## config.mk

```make
export PLATFORM = sky130hd
export DESIGN_NAME = scancode_to_ascii_translator
export DESIGN_NICKNAME = d
export VERILOG_FILES = /design/src/sv/sc2a_pkg.sv /design/src/sv/sc2a_key_state.sv /design/src/sv/sc2a_xlate.sv /design/src/sv/scancode_to_ascii_translator.sv
export SDC_FILE = /design/constraint.sdc
export NUM_CORES = 1
export LEC_CHECK = 0
export BUFFER_PORTS_ARGS = -buffer_cell sky130_fd_sc_hd__clkbuf_2
export CORE_ASPECT_RATIO = 0.6
export CORE_MARGIN = 2
export CORE_UTILIZATION = 65
export DETAILED_ROUTE_END_ITERATION = 16
export PLACE_DENSITY_LB_ADDON = 0.15
export SETUP_SLACK_MARGIN = 0.5
export SLEW_MARGIN = 15
export SYNTH_ARGS = -nofsm -noshare
export SYNTH_HDL_FRONTEND = slang
export SYNTH_SLANG_ARGS = --single-unit
```

## constraint.sdc

```tcl
create_clock -name clk -period 5.8 [get_ports clk]
set_input_delay 0.87 -clock clk [delete_from_list [all_inputs] [get_ports clk]]
set_output_delay 0.87 -clock clk [all_outputs]
set_load 0.03 [all_outputs]
```

## src/sv/sc2a_pkg.sv

```systemverilog
package sc2a_pkg;

  // Key code space and fixed codes of scan-code set 1
  localparam int unsigned NUM_KEYS = 96;
  localparam int unsigned KEY_AW   = $clog2(NUM_KEYS);

  localparam logic [7:0]        PREFIX_EXT   = 8'hE0;
  localparam logic [KEY_AW-1:0] CODE_CAPS    = KEY_AW'(8'h3A);
  localparam logic [KEY_AW-1:0] CODE_NUM     = KEY_AW'(8'h45);
  localparam logic [KEY_AW-1:0] CODE_SCROLL  = KEY_AW'(8'h46);
  localparam logic [KEY_AW-1:0] CODE_LSHIFT  = KEY_AW'(8'h2A);
  localparam logic [KEY_AW-1:0] CODE_RSHIFT  = KEY_AW'(8'h36);
  localparam logic [KEY_AW-1:0] CODE_SLASH   = KEY_AW'(8'h35);

  localparam logic [1:0] MASK_PLAIN = 2'b01;
  localparam logic [1:0] MASK_EXT   = 2'b10;

  // Current keyboard state as seen by the translator
  typedef struct packed {
    logic ext;
    logic caps;
    logic num;
    logic scroll;
    logic lshift;
    logic rshift;
  } key_status_t;

  // State update computed for one scan word
  typedef struct packed {
    logic              ext;
    logic              caps;
    logic              num;
    logic              scroll;
    logic              wr_en;
    logic [KEY_AW-1:0] wr_addr;
    logic              wr_make;
    logic [1:0]        wr_mask;
  } key_update_t;

  // One result word
  typedef struct packed {
    logic       char_valid;
    logic [6:0] char_code;
    logic       led_update;
    logic [2:0] led_bits;
  } result_t;

  // Unshifted column of the key table
  function automatic logic [6:0] plain_col(input logic [KEY_AW-1:0] code);
    logic [6:0] ch;
    unique case (code)
      7'h01: ch = 7'h1b;
      7'h02: ch = 7'h31;
      7'h03: ch = 7'h32;
      7'h04: ch = 7'h33;
      7'h05: ch = 7'h34;
      7'h06: ch = 7'h35;
      7'h07: ch = 7'h36;
      7'h08: ch = 7'h37;
      7'h09: ch = 7'h38;
      7'h0A: ch = 7'h39;
      7'h0B: ch = 7'h30;
      7'h0C: ch = 7'h2d;
      7'h0D: ch = 7'h3d;
      7'h0E: ch = 7'h08;
      7'h0F: ch = 7'h09;
      7'h10: ch = 7'h71;
      7'h11: ch = 7'h77;
      7'h12: ch = 7'h65;
      7'h13: ch = 7'h72;
      7'h14: ch = 7'h74;
      7'h15: ch = 7'h79;
      7'h16: ch = 7'h75;
      7'h17: ch = 7'h69;
      7'h18: ch = 7'h6f;
      7'h19: ch = 7'h70;
      7'h1A: ch = 7'h5b;
      7'h1B: ch = 7'h5d;
      7'h1C: ch = 7'h0a;
      7'h1E: ch = 7'h61;
      7'h1F: ch = 7'h73;
      7'h20: ch = 7'h64;
      7'h21: ch = 7'h66;
      7'h22: ch = 7'h67;
      7'h23: ch = 7'h68;
      7'h24: ch = 7'h6a;
      7'h25: ch = 7'h6b;
      7'h26: ch = 7'h6c;
      7'h27: ch = 7'h3b;
      7'h28: ch = 7'h27;
      7'h29: ch = 7'h60;
      7'h2B: ch = 7'h5c;
      7'h2C: ch = 7'h7a;
      7'h2D: ch = 7'h78;
      7'h2E: ch = 7'h63;
      7'h2F: ch = 7'h76;
      7'h30: ch = 7'h62;
      7'h31: ch = 7'h6e;
      7'h32: ch = 7'h6d;
      7'h33: ch = 7'h2c;
      7'h34: ch = 7'h2e;
      7'h35: ch = 7'h2f;
      7'h37: ch = 7'h2a;
      7'h39: ch = 7'h20;
      7'h47: ch = 7'h37;
      7'h48: ch = 7'h38;
      7'h49: ch = 7'h39;
      7'h4A: ch = 7'h2d;
      7'h4B: ch = 7'h34;
      7'h4C: ch = 7'h35;
      7'h4D: ch = 7'h36;
      7'h4E: ch = 7'h2b;
      7'h4F: ch = 7'h31;
      7'h50: ch = 7'h32;
      7'h51: ch = 7'h33;
      7'h52: ch = 7'h30;
      7'h53: ch = 7'h2e;
      default: ch = 7'h00;
    endcase
    return ch;
  endfunction

  // Shifted column of the key table
  function automatic logic [6:0] shift_col(input logic [KEY_AW-1:0] code);
    logic [6:0] ch;
    unique case (code)
      7'h01: ch = 7'h1b;
      7'h02: ch = 7'h21;
      7'h03: ch = 7'h40;
      7'h04: ch = 7'h23;
      7'h05: ch = 7'h24;
      7'h06: ch = 7'h25;
      7'h07: ch = 7'h5e;
      7'h08: ch = 7'h26;
      7'h09: ch = 7'h2a;
      7'h0A: ch = 7'h28;
      7'h0B: ch = 7'h29;
      7'h0C: ch = 7'h5f;
      7'h0D: ch = 7'h2b;
      7'h0E: ch = 7'h08;
      7'h0F: ch = 7'h09;
      7'h10: ch = 7'h51;
      7'h11: ch = 7'h57;
      7'h12: ch = 7'h45;
      7'h13: ch = 7'h52;
      7'h14: ch = 7'h54;
      7'h15: ch = 7'h59;
      7'h16: ch = 7'h55;
      7'h17: ch = 7'h49;
      7'h18: ch = 7'h4f;
      7'h19: ch = 7'h50;
      7'h1A: ch = 7'h7b;
      7'h1B: ch = 7'h7d;
      7'h1C: ch = 7'h0a;
      7'h1E: ch = 7'h41;
      7'h1F: ch = 7'h53;
      7'h20: ch = 7'h44;
      7'h21: ch = 7'h46;
      7'h22: ch = 7'h47;
      7'h23: ch = 7'h48;
      7'h24: ch = 7'h4a;
      7'h25: ch = 7'h4b;
      7'h26: ch = 7'h4c;
      7'h27: ch = 7'h3a;
      7'h28: ch = 7'h22;
      7'h29: ch = 7'h7e;
      7'h2B: ch = 7'h7c;
      7'h2C: ch = 7'h5a;
      7'h2D: ch = 7'h58;
      7'h2E: ch = 7'h43;
      7'h2F: ch = 7'h56;
      7'h30: ch = 7'h42;
      7'h31: ch = 7'h4e;
      7'h32: ch = 7'h4d;
      7'h33: ch = 7'h3c;
      7'h34: ch = 7'h3e;
      7'h35: ch = 7'h3f;
      7'h37: ch = 7'h2a;
      7'h39: ch = 7'h20;
      7'h4A: ch = 7'h2d;
      7'h4E: ch = 7'h2b;
      7'h53: ch = 7'h7f;
      default: ch = 7'h00;
    endcase
    return ch;
  endfunction

endpackage

```

## src/sv/sc2a_key_state.sv

```systemverilog
module sc2a_key_state
  import sc2a_pkg::*;
(
  input  logic        clk,
  input  logic        rst,
  input  logic        step,
  input  key_update_t upd,
  output key_status_t status
);

  logic ext;
  logic caps;
  logic num;
  logic scroll;
  logic lshift;
  logic rshift;

  // Lock flags, prefix flag and the plain pressed bits of both shift keys;
  // no other key's pressed bit reaches an output
  always_ff @(posedge clk) begin
    if (rst) begin
      ext    <= 1'b0;
      caps   <= 1'b0;
      num    <= 1'b0;
      scroll <= 1'b0;
      lshift <= 1'b0;
      rshift <= 1'b0;
    end else if (step) begin
      ext    <= upd.ext;
      caps   <= upd.caps;
      num    <= upd.num;
      scroll <= upd.scroll;
      if (upd.wr_en && (upd.wr_mask == MASK_PLAIN)) begin
        if (upd.wr_addr == CODE_LSHIFT) begin
          lshift <= upd.wr_make;
        end
        if (upd.wr_addr == CODE_RSHIFT) begin
          rshift <= upd.wr_make;
        end
      end
    end
  end

  // Only the plain shift keys are looked at
  assign status.ext    = ext;
  assign status.caps   = caps;
  assign status.num    = num;
  assign status.scroll = scroll;
  assign status.lshift = lshift;
  assign status.rshift = rshift;

endmodule

```

## src/sv/sc2a_xlate.sv

```systemverilog
module sc2a_xlate
  import sc2a_pkg::*;
(
  input  logic [7:0]  scan_byte,
  input  key_status_t status,
  output key_update_t upd,
  output result_t     res
);

  logic [KEY_AW-1:0] code;
  logic              is_prefix;
  logic              in_range;
  logic              make;
  logic              hit_caps;
  logic              hit_num;
  logic              hit_scroll;
  logic              lshift_now;
  logic              rshift_now;
  logic              letter;
  logic              shift;
  logic [6:0]        plain_ch;
  logic [6:0]        shift_ch;
  logic [6:0]        ch;

  // Decode the scan word
  assign code       = scan_byte[KEY_AW-1:0];
  assign is_prefix  = (scan_byte == PREFIX_EXT);
  assign in_range   = (code < KEY_AW'(NUM_KEYS));
  assign make       = !is_prefix && in_range && !scan_byte[7];
  assign hit_caps   = make && (code == CODE_CAPS);
  assign hit_num    = make && (code == CODE_NUM);
  assign hit_scroll = make && (code == CODE_SCROLL);

  // Next state
  assign upd.ext     = is_prefix;
  assign upd.caps    = status.caps ^ hit_caps;
  assign upd.num     = status.num ^ hit_num;
  assign upd.scroll  = status.scroll ^ hit_scroll;
  assign upd.wr_en   = !is_prefix && in_range;
  assign upd.wr_addr = code;
  assign upd.wr_make = !scan_byte[7];
  assign upd.wr_mask = status.ext ? MASK_EXT : MASK_PLAIN;

  // Shift state including this make word
  assign lshift_now = status.lshift || (make && !status.ext && code == CODE_LSHIFT);
  assign rshift_now = status.rshift || (make && !status.ext && code == CODE_RSHIFT);
  assign plain_ch   = plain_col(code);
  assign shift_ch   = shift_col(code);
  assign letter     = (plain_ch >= 7'h61) && (plain_ch <= 7'h7a);
  assign shift      = (lshift_now || rshift_now) ^ (upd.caps && letter);

  // Column select; extended keys other than slash take the shifted column
  always_comb begin
    if (!make) begin
      ch = 7'h00;
    end else if (status.ext && code != CODE_SLASH) begin
      ch = shift_ch;
    end else if (shift) begin
      ch = shift_ch;
    end else begin
      ch = plain_ch;
    end
  end

  assign res.char_valid = (ch != 7'h00);
  assign res.char_code  = ch;
  assign res.led_update = hit_caps || hit_num || hit_scroll;
  assign res.led_bits   = {upd.caps, upd.num, upd.scroll};

endmodule

```

## src/sv/scancode_to_ascii_translator.sv

```systemverilog
// Scan-code set 1 to ASCII translator.
// Input channel: in_valid / in_stall carry one scan byte per word (scan_byte).
// A 0xE0 byte arms the extended flag for the next byte; break codes clear the
// key's pressed bit; make codes set it, toggle NumLock/CapsLock/ScrollLock and
// are translated to ASCII.
// Output channel: out_valid / out_stall carry exactly one result word per input
// word: char_valid, char_code (0 when none), led_update and led_bits
// (bit2 caps, bit1 num, bit0 scroll, state after this byte).
// Path: an accepted word is held in the input register, then table lookup and
// state update write the result register.
// Throughput: one word per cycle while the output is not stalled; the key state is updated as each word advances.
// Reset (rst, synchronous): clears lock flags, the prefix flag, the shift key
// bits and the valid flags of both pipeline registers.
// When the receiver stalls, the result register holds its word and in_stall
// rises once the input register is also full.
module scancode_to_ascii_translator
  import sc2a_pkg::*;
(
  input  logic       clk,
  input  logic       rst,
  input  logic       in_valid,
  output logic       in_stall,
  input  logic [7:0] scan_byte,
  output logic       out_valid,
  input  logic       out_stall,
  output logic       char_valid,
  output logic [6:0] char_code,
  output logic       led_update,
  output logic [2:0] led_bits
);

  logic        s1_valid;
  logic        s1_valid_next;
  logic [7:0]  s1_byte;
  logic        out_valid_next;
  logic        accept;
  logic        advance;
  key_status_t status;
  key_update_t upd;
  result_t     res;
  result_t     out_word;

  // Handshake
  assign advance  = s1_valid && (!out_valid || !out_stall);
  assign in_stall = s1_valid && !advance;
  assign accept   = in_valid && !in_stall;

  assign s1_valid_next  = accept ? 1'b1 : (advance ? 1'b0 : s1_valid);
  assign out_valid_next = advance ? 1'b1 : (out_stall ? out_valid : 1'b0);

  // Input register
  always_ff @(posedge clk) begin
    if (rst) begin
      s1_valid <= 1'b0;
    end else begin
      s1_valid <= s1_valid_next;
    end
  end

  always_ff @(posedge clk) begin
    if (accept) begin
      s1_byte <= scan_byte;
    end
  end

  sc2a_key_state u_state (
    .clk    (clk),
    .rst    (rst),
    .step   (advance),
    .upd    (upd),
    .status (status)
  );

  sc2a_xlate u_xlate (
    .scan_byte (s1_byte),
    .status    (status),
    .upd       (upd),
    .res       (res)
  );

  // Result register
  always_ff @(posedge clk) begin
    if (rst) begin
      out_valid <= 1'b0;
    end else begin
      out_valid <= out_valid_next;
    end
  end

  always_ff @(posedge clk) begin
    if (advance) begin
      out_word <= res;
    end
  end

  assign char_valid = out_word.char_valid;
  assign char_code  = out_word.char_code;
  assign led_update = out_word.led_update;
  assign led_bits   = out_word.led_bits;

endmodule

```

==> results.py, run 1 <==
metrics = {
    "outcome": {
        "status": "finished clean",
    },
    "sta": {
        "slew_violations": 0,
        "finalCritPeriodShare_pct": 65.0,
        "setup_viol": 0,
        "setup_tns_ns": 0,
        "rsz0062_at_grt": "false",
        "skew_ns": 0.00748,
        "min_period_ns": 3.77,
        "slew-limit-headroom_pct": 43.5,
        "fmax_ghz": 0.265,
        "whs_ns": 0.519,
        "finalHoldViolCount": 0,
        "worst_pin_slew_ns": 0.839,
    },
    "synthesis": {
        "synth_warnings": 0,
        "synth_edf_count": 20,
        "avgSynthCellArea_sq_um": 8.40,
        "synthCells": 373,
        "synth.cell_area_sq_um": 3130,
        "dominantRegCellSynth": "dfxtp_1",
        "yosysUniqueCellTypes": 66,
        "ys_ff_latch": 42,
        "yosysSeqAreaShare_pct": 33.2,
        "ys_async_sr_fraction_pct": 0,
        "syn_nets": 395,
    },
    "power": {
        "vdd_drop_max_v": 0.000180,
        "intPower_uw": 584,
        "clock_power_share_pct": 32.2,
        "p_switching_uw": 295,
        "powerDensity_nw_per_um2": 259,
        "p_leak_uw": 0.00138,
        "seqPwrFrac_pct": 41.0,
        "swShare_pct": 33.6,
        "p_comb_share_pct": 26.8,
    },
    "cells_and_area": {
        "final_common_cell": "nand2_1",
        "multi_input_area_sq_um": 1960,
        "syn_to_final_growth_pct": 8.47,
        "final_cells": 450,
        "seq_area_sq_um": 1040,
        "layout-drive-gt1-share_pct": 14.2,
        "nFillCells": 332,
        "final_cell_mix": "nand2_1, nor2_1, o21ai_0",
        "antenna_cells": 0,
        "nNetsFinal": 408,
    },
    "floorplanning": {
        "initial_core_util_pct": 67.9,
        "num_rows": 19,
        "io_pins": 26,
        "fp.dieH_um": 57.8,
        "die-area_sq_um": 5410,
        "die_w_um": 93.6,
        "core_area_sq_um": 4610,
    },
    "grt": {
        "grt_pass1_wl_um": 16000,
        "grt_antenna_before_repair": 0,
        "grt_max_degree": 30,
        "grt_pass1_vias": 2966,
        "met1_usage_pct": 55.0,
        "grt_overflow": 0,
        "grt-busiest-layer": "met1",
        "use_met2_pct": 52.8,
        "grt_usage_pct": 39.0,
        "grt_use_met3_pct": 20.4,
    },
    "worst_hold_path": {
        "whs_path_depth": 2,
        "hold_class": "reg2reg",
    },
    "clock_network": {
        "cts_buffers": 5,
        "htree_levels": 2,
        "postCtsSetupBuffers": 0,
        "tritoncts": "built",
        "ctsResizeCount": 0,
        "cts_sinks": 42,
        "clk_latency_ns": 0.30,
        "clk_pin_slew_worst_paths_ns": 0.09,
        "cts-root-buf": "clkbuf_8",
        "cts_hold_buf": 0,
        "clockBufferDepth": 2,
    },
    "critical_path": {
        "cp_max_fo": 21,
        "startpoint": "out_stall",
        "slowest_delay_ns": 0.45,
        "critPathRequiredTime_ns": 5.93,
        "arrival_ns": 3.90,
        "path_cells": "clkbuf_2, nand3_2, nand2_4, inv_2, a21oi_2, inv_1, ha_1, nand2_1, nor3_1, o21ai_0, o2111ai_1",
        "crit_end": "u_xlate.shift_ch[3]$_DFF_P_",
        "cp_slowest_cell": "a21oi_2",
        "timing.rr.start": "out_valid$_SDFFE_PP0P_",
        "critPathLaunchType": "input pin",
        "cp-end-kind": "flop",
        "rr_worst_depth": 10,
        "path_class": "in2reg",
        "reg2reg_slack_ns": 2.32,
        "timing.rr.end": "u_xlate.shift_ch[3]$_DFF_P_",
    },
    "route": {
        "drc": 0,
        "ant_nets": 0,
        "via_per_inst": 7.29,
        "drt_first_pass_iters": 8,
        "drt_wl_total_um": 10200,
        "vias": 3280,
        "wl_per_cell_um": 22.7,
        "first_iter_violations": 657,
    },
    "flow_run": {
        "cap_violations": 0,
    },
    "place": {
        "dp_cells": 442,
        "post-dp-hpwl_um": 7280,
        "gp_congestion": 1.06,
        "portBuffers": 25,
    },
}
worst min path at each step:
stage / start / to / slack, ns
floorplan: u_state.rshift$_SDFFE_PP0P_ / u_state.rshift$_SDFFE_PP0P_ / 0.46
global placement: u_state.num$_SDFFE_PP0P_ / u_state.num$_SDFFE_PP0P_ / 0.48
detailed placement: u_state.num$_SDFFE_PP0P_ / u_state.num$_SDFFE_PP0P_ / 0.50
CTS: u_state.scroll$_SDFFE_PP0P_ / u_state.scroll$_SDFFE_PP0P_ / 0.52
global route: u_state.caps$_SDFFE_PP0P_ / u_state.caps$_SDFFE_PP0P_ / 0.55
finish: u_state.scroll$_SDFFE_PP0P_ / u_state.scroll$_SDFFE_PP0P_ / 0.52
metal layers:
metal	wire, um	part of all wire (%)
met2	3990	39
met1	4060	40
met5	0	0
met4	305	3.0
met3	1880	18
registers in the layout, indices dropped and copies added (netlist names):
register / flops
u_state.scroll: 1
u_state.caps: 1
out_valid: 1
u_state.rshift: 1
u_state.num: 1
led_bits: 3
s1_byte: 8
u_state.lshift: 1
led_update: 1
u_xlate.plain_ch: 7
char_valid: 1
s1_valid: 1
u_state.ext: 1
char_code: 7
u_xlate.shift_ch: 7
worst max-delay path: cells and delay by family:
| family | cells | cell delay (ns) |
|---|---|---|
| AOI/OAI and AO/OA | 3 | 1.13 |
| adders and majority gates | 1 | 0.43 |
| buffers and inverters | 3 | 0.65 |
| and+or+nand+nor | 4 | 0.81 |
cells in the mapped netlist, drive strengths merged (3+ instances only):
master	number	area [sq um]
nand2	46	183
nor2	40	153
a21oi	29	183
o21ai	29	145
dfxtp	22	440
mux2i	22	220
edfxtp	20	601
clkbuf	14	53.8
inv	11	41.3
ha	10	125
nand3	10	55.1
nand4	7	43.8
nor3	7	35.0
o211ai	7	52.6
a211oi	6	55.1
buf	6	30.0
a221oi	5	43.8
mux2	5	56.3
nand2b	5	31.3
nor2b	5	31.3
xnor2	5	43.8
a21o	4	30.0
o22ai	4	25.0
or3	4	30.0
a22o	3	26.3
a31oi	3	18.8
a32oi	3	26.3
and2	3	18.8
and3	3	18.8
nor4	3	18.8
o311ai	3	26.3
cell families after synthesis:
group	count (synthesis)	synth area share [%]
AOI/OAI and AO/OA	118	26.4
buffers and inverters	32	4.11
and+or+nand+nor	139	22.0
xor gates and xnor gates	5	1.40
DFF	42	33.2
muxes	27	8.83
adders and majority gates	10	4.00
stage by stage:
stage / cell area, sq um / setup slack, ns / total power [uW] / util (%)
floorplan: 3130 / 2.79 / 517 / -
global placement: 3260 / 2.06 / 583 / 70.7
detailed placement: 3260 / 1.94 / 583 / 70.7
CTS: 3400 / 2.21 / 859 / 73.7
global route: 3400 / 1.94 / 903 / 73.7
finish: 3400 / 2.03 / 879 / 73.7
area by class of cell:
| type | instances | area share (%) |
|---|---|---|
| Clock inverter | 3 | 2.03 |
| Sequential cell | 42 | 30.6 |
| Tap cell | 63 | 2.32 |
| Clock buffer | 5 | 2.03 |
| Timing Repair Buffer | 26 | 3.90 |
| Multi-Input combinational cell | 299 | 57.8 |
| Inverter | 12 | 1.33 |
power groups by stage:
stage,clock network (uW),logic (uW),registers (uW)
global route,293,248,362
finish,283,235,360
CTS,280,220,359
global placement,0,219,364
floorplan,0,153,364
detailed placement,0,218,365
Power figures use the tool's default switching activity.
==> run 2, diff against run 1 <==
--- a/config.mk
+++ b/config.mk
@@ -8,7 +8,7 @@
 export BUFFER_PORTS_ARGS = -buffer_cell sky130_fd_sc_hd__clkbuf_2
 export CORE_ASPECT_RATIO = 0.6
 export CORE_MARGIN = 2
-export CORE_UTILIZATION = 65
+export CORE_UTILIZATION = 55
 export DETAILED_ROUTE_END_ITERATION = 16
 export PLACE_DENSITY_LB_ADDON = 0.15
 export SETUP_SLACK_MARGIN = 0.5
==> constraint.sdc (replaced) <==
create_clock -name clk -period 3.3 [get_ports clk]
set_input_delay 0.495 -clock clk [delete_from_list [all_inputs] [get_ports clk]]
set_output_delay 0.495 -clock clk [all_outputs]
set_load 0.03 [all_outputs]
==> run 2 against run 1 <==
  * Core utilization shrank 10 points
  * Power grew 64%
  * Global-route usage shrank 5.6 points
  * Critical path depth shrank 2
  * Via count shrank 2.0%
  * First-iteration DRC count shrank 45%
  * Sequential power grew 74%
  * Clock skew shrank 0.0033 ns
  * Die area grew 17%
  * Design area grew 3.8%
  * Combinational power grew 86%
  * Sequential cell count is the same
  * Critical path type is now reg2reg
==> results.py, run 2 (synthesis gave the netlist of run 1 again) <==
metrics = {
    "power": {
        "seqPwrFrac_pct": 43.5,
        "swShare_pct": 34.9,
        "intPower_uw": 937,
        "p_leak_uw": 0.00144,
        "clock_power_share_pct": 26.2,
        "p_switching_uw": 503,
        "vdd_drop_max_v": 0.000395,
        "p_comb_share_pct": 30.3,
        "powerDensity_nw_per_um2": 408,
    },
    "outcome": {
        "status": "finished clean",
    },
    "floorplanning": {
        "initial_core_util_pct": 56.5,
        "fp.dieH_um": 62.5,
        "io_pins": 26,
        "die_w_um": 101,
        "core_area_sq_um": 5540,
        "num_rows": 21,
        "die-area_sq_um": 6330,
    },
    "critical_path": {
        "critPathRequiredTime_ns": 3.48,
        "path_class": "reg2reg",
        "critPathLaunchType": "flop",
        "cp_top_family": "compound AO/OA/AOI/OAI gates",
        "path_buf_inv": 1,
        "cp_max_fo": 10,
        "path_cells": "nand3_2, inv_1, nor3_1, a21o_2, ha_1, nor2_1, o211ai_1, a21oi_1, a211o_1",
        "slowest_delay_ns": 0.61,
        "cp_slowest_cell": "ha_1",
        "arrival_ns": 2.87,
        "cp-end-kind": "flop",
    },
    "cells_and_area": {
        "layout-drive-gt1-share_pct": 18.6,
        "syn_to_final_growth_pct": 12.6,
        "largest_reg_flops": 8,
        "top_register": "s1_byte",
        "nFillCells": 471,
        "final_common_cell": "nand2_1",
        "nNetsFinal": 424,
        "antenna_cells": 0,
        "final_cell_mix": "nand2_1, nor2_1, o21ai_0",
    },
    "clock_network": {
        "cts_buffers": 5,
        "clk_latency_ns": 0.30,
        "clockBufferDepth": 2,
        "cts_sinks": 42,
        "clk_pin_slew_worst_paths_ns": 0.08,
        "cts-root-buf": "clkbuf_8",
        "htree_levels": 2,
        "postCtsSetupBuffers": 0,
        "tritoncts": "built",
    },
    "sta": {
        "slew_violations": 0,
        "slew-limit-headroom_pct": 42.9,
        "finalCritPeriodShare_pct": 81.6,
        "min_period_ns": 2.69,
        "rsz0062_at_grt": "true",
        "fmax_ghz": 0.371,
        "finalHoldViolCount": 0,
        "setup_tns_ns": 0,
        "skew_ns": 0.00420,
        "setup_viol": 0,
        "post-route-worst-setup-slack_ns": 0.607,
        "worst_pin_slew_ns": 0.848,
    },
    "route": {
        "ant_nets": 0,
        "drc": 0,
        "drt_wl_total_um": 10100,
        "first_iter_violations": 363,
        "wl_per_cell_um": 20.8,
        "vias": 3213,
        "drt_first_pass_iters": 6,
        "via_per_inst": 6.65,
    },
    "grt": {
        "grt_overflow": 0,
        "grt_max_degree": 29,
        "grt_antenna_before_repair": 0,
        "grt_usage_pct": 33.4,
        "grt_pass1_wl_um": 16200,
        "grt_pass1_vias": 2962,
    },
    "place": {
        "place_ws_ns": 0.293,
        "gp_congestion": 1.01,
        "post-dp-hpwl_um": 7310,
        "portBuffers": 25,
    },
    "worst_hold_path": {
        "hold_class": "in2reg",
    },
    "flow_run": {
        "cap_violations": 0,
    },
}
-- run 2: worst paths after layout --
check	slack, ns	start	cells past startpoint	to
min	0.37	scan_byte[7]	1	s1_byte[7]$_DFFE_PN_
max reg2reg	0.61	out_valid$_SDFFE_PP0P_	9	u_xlate.plain_ch[1]$_DFF_P_
max	0.61	out_valid$_SDFFE_PP0P_	9	u_xlate.plain_ch[1]$_DFF_P_
min reg2reg	0.50	u_state.caps$_SDFFE_PP0P_	2	u_state.caps$_SDFFE_PP0P_
-- run 2: worst register-to-register path, cell delays in order (launching register included) --
cell and delay [ns]:
dfxtp_1 0.40, nand3_2 0.24, inv_1 0.16, nor3_1 0.06, a21o_2 0.28, ha_1 0.61, nor2_1 0.10, o211ai_1 0.28
a21oi_1 0.14, a211o_1 0.33
-- run 2: layout make-up --
cell class                 instances  area (sq um)  share of cell area, %
clock buffer                       6          93.8                   2.66
clock inverter                     2          12.5                  0.355
inverter                          12          45.0                   1.28
multi-input combinational        299          1980                   56.2
sequential                        42          1040                   29.5
tap                               80           100                   2.84
timing repair buffer              42           253                   7.17
-- run 2: through the flow --
stage	util [%]	total power, uW	area [sq um]	hold WS (ns)	cells
CTS	63.3	1420	3510	0.371	483
global placement	61.3	1050	3400	0.476	475
floorplan	-	909	3130	0.455	373
global route	63.6	1520	3530	0.367	483
finish	63.6	1440	3530	0.374	483
detailed placement	61.3	1050	3400	0.490	475
-- run 2: repair_timing --
action                     CTS  global route
hold buffers                 0             0
setup endpoints to repair    3            10
resized for setup            1             4
-- run 2: layer usage --
metal	share of wire [%]	GRT usage [%]	vias up	wire, um
met2	39	43.4	247	3890
met4	1.1	5.41	0	114
met1	46	52.2	1491	4590
met5	0	0	-	0
met3	14	13.2	18	1460
li1	-	-	1457	-
-- run 2: power groups by stage --
| stage | clock [uW] | combinational [uW] | sequential (uW) |
|---|---|---|---|
| 2_1_floorplan | 0 | 268 | 641 |
| 3_3_place_gp | 0 | 416 | 636 |
| 3_5_place_dp | 0 | 411 | 636 |
| 4_1_cts | 384 | 415 | 625 |
| 5_1_grt | 418 | 467 | 631 |
| 6_report | 378 | 437 | 626 |
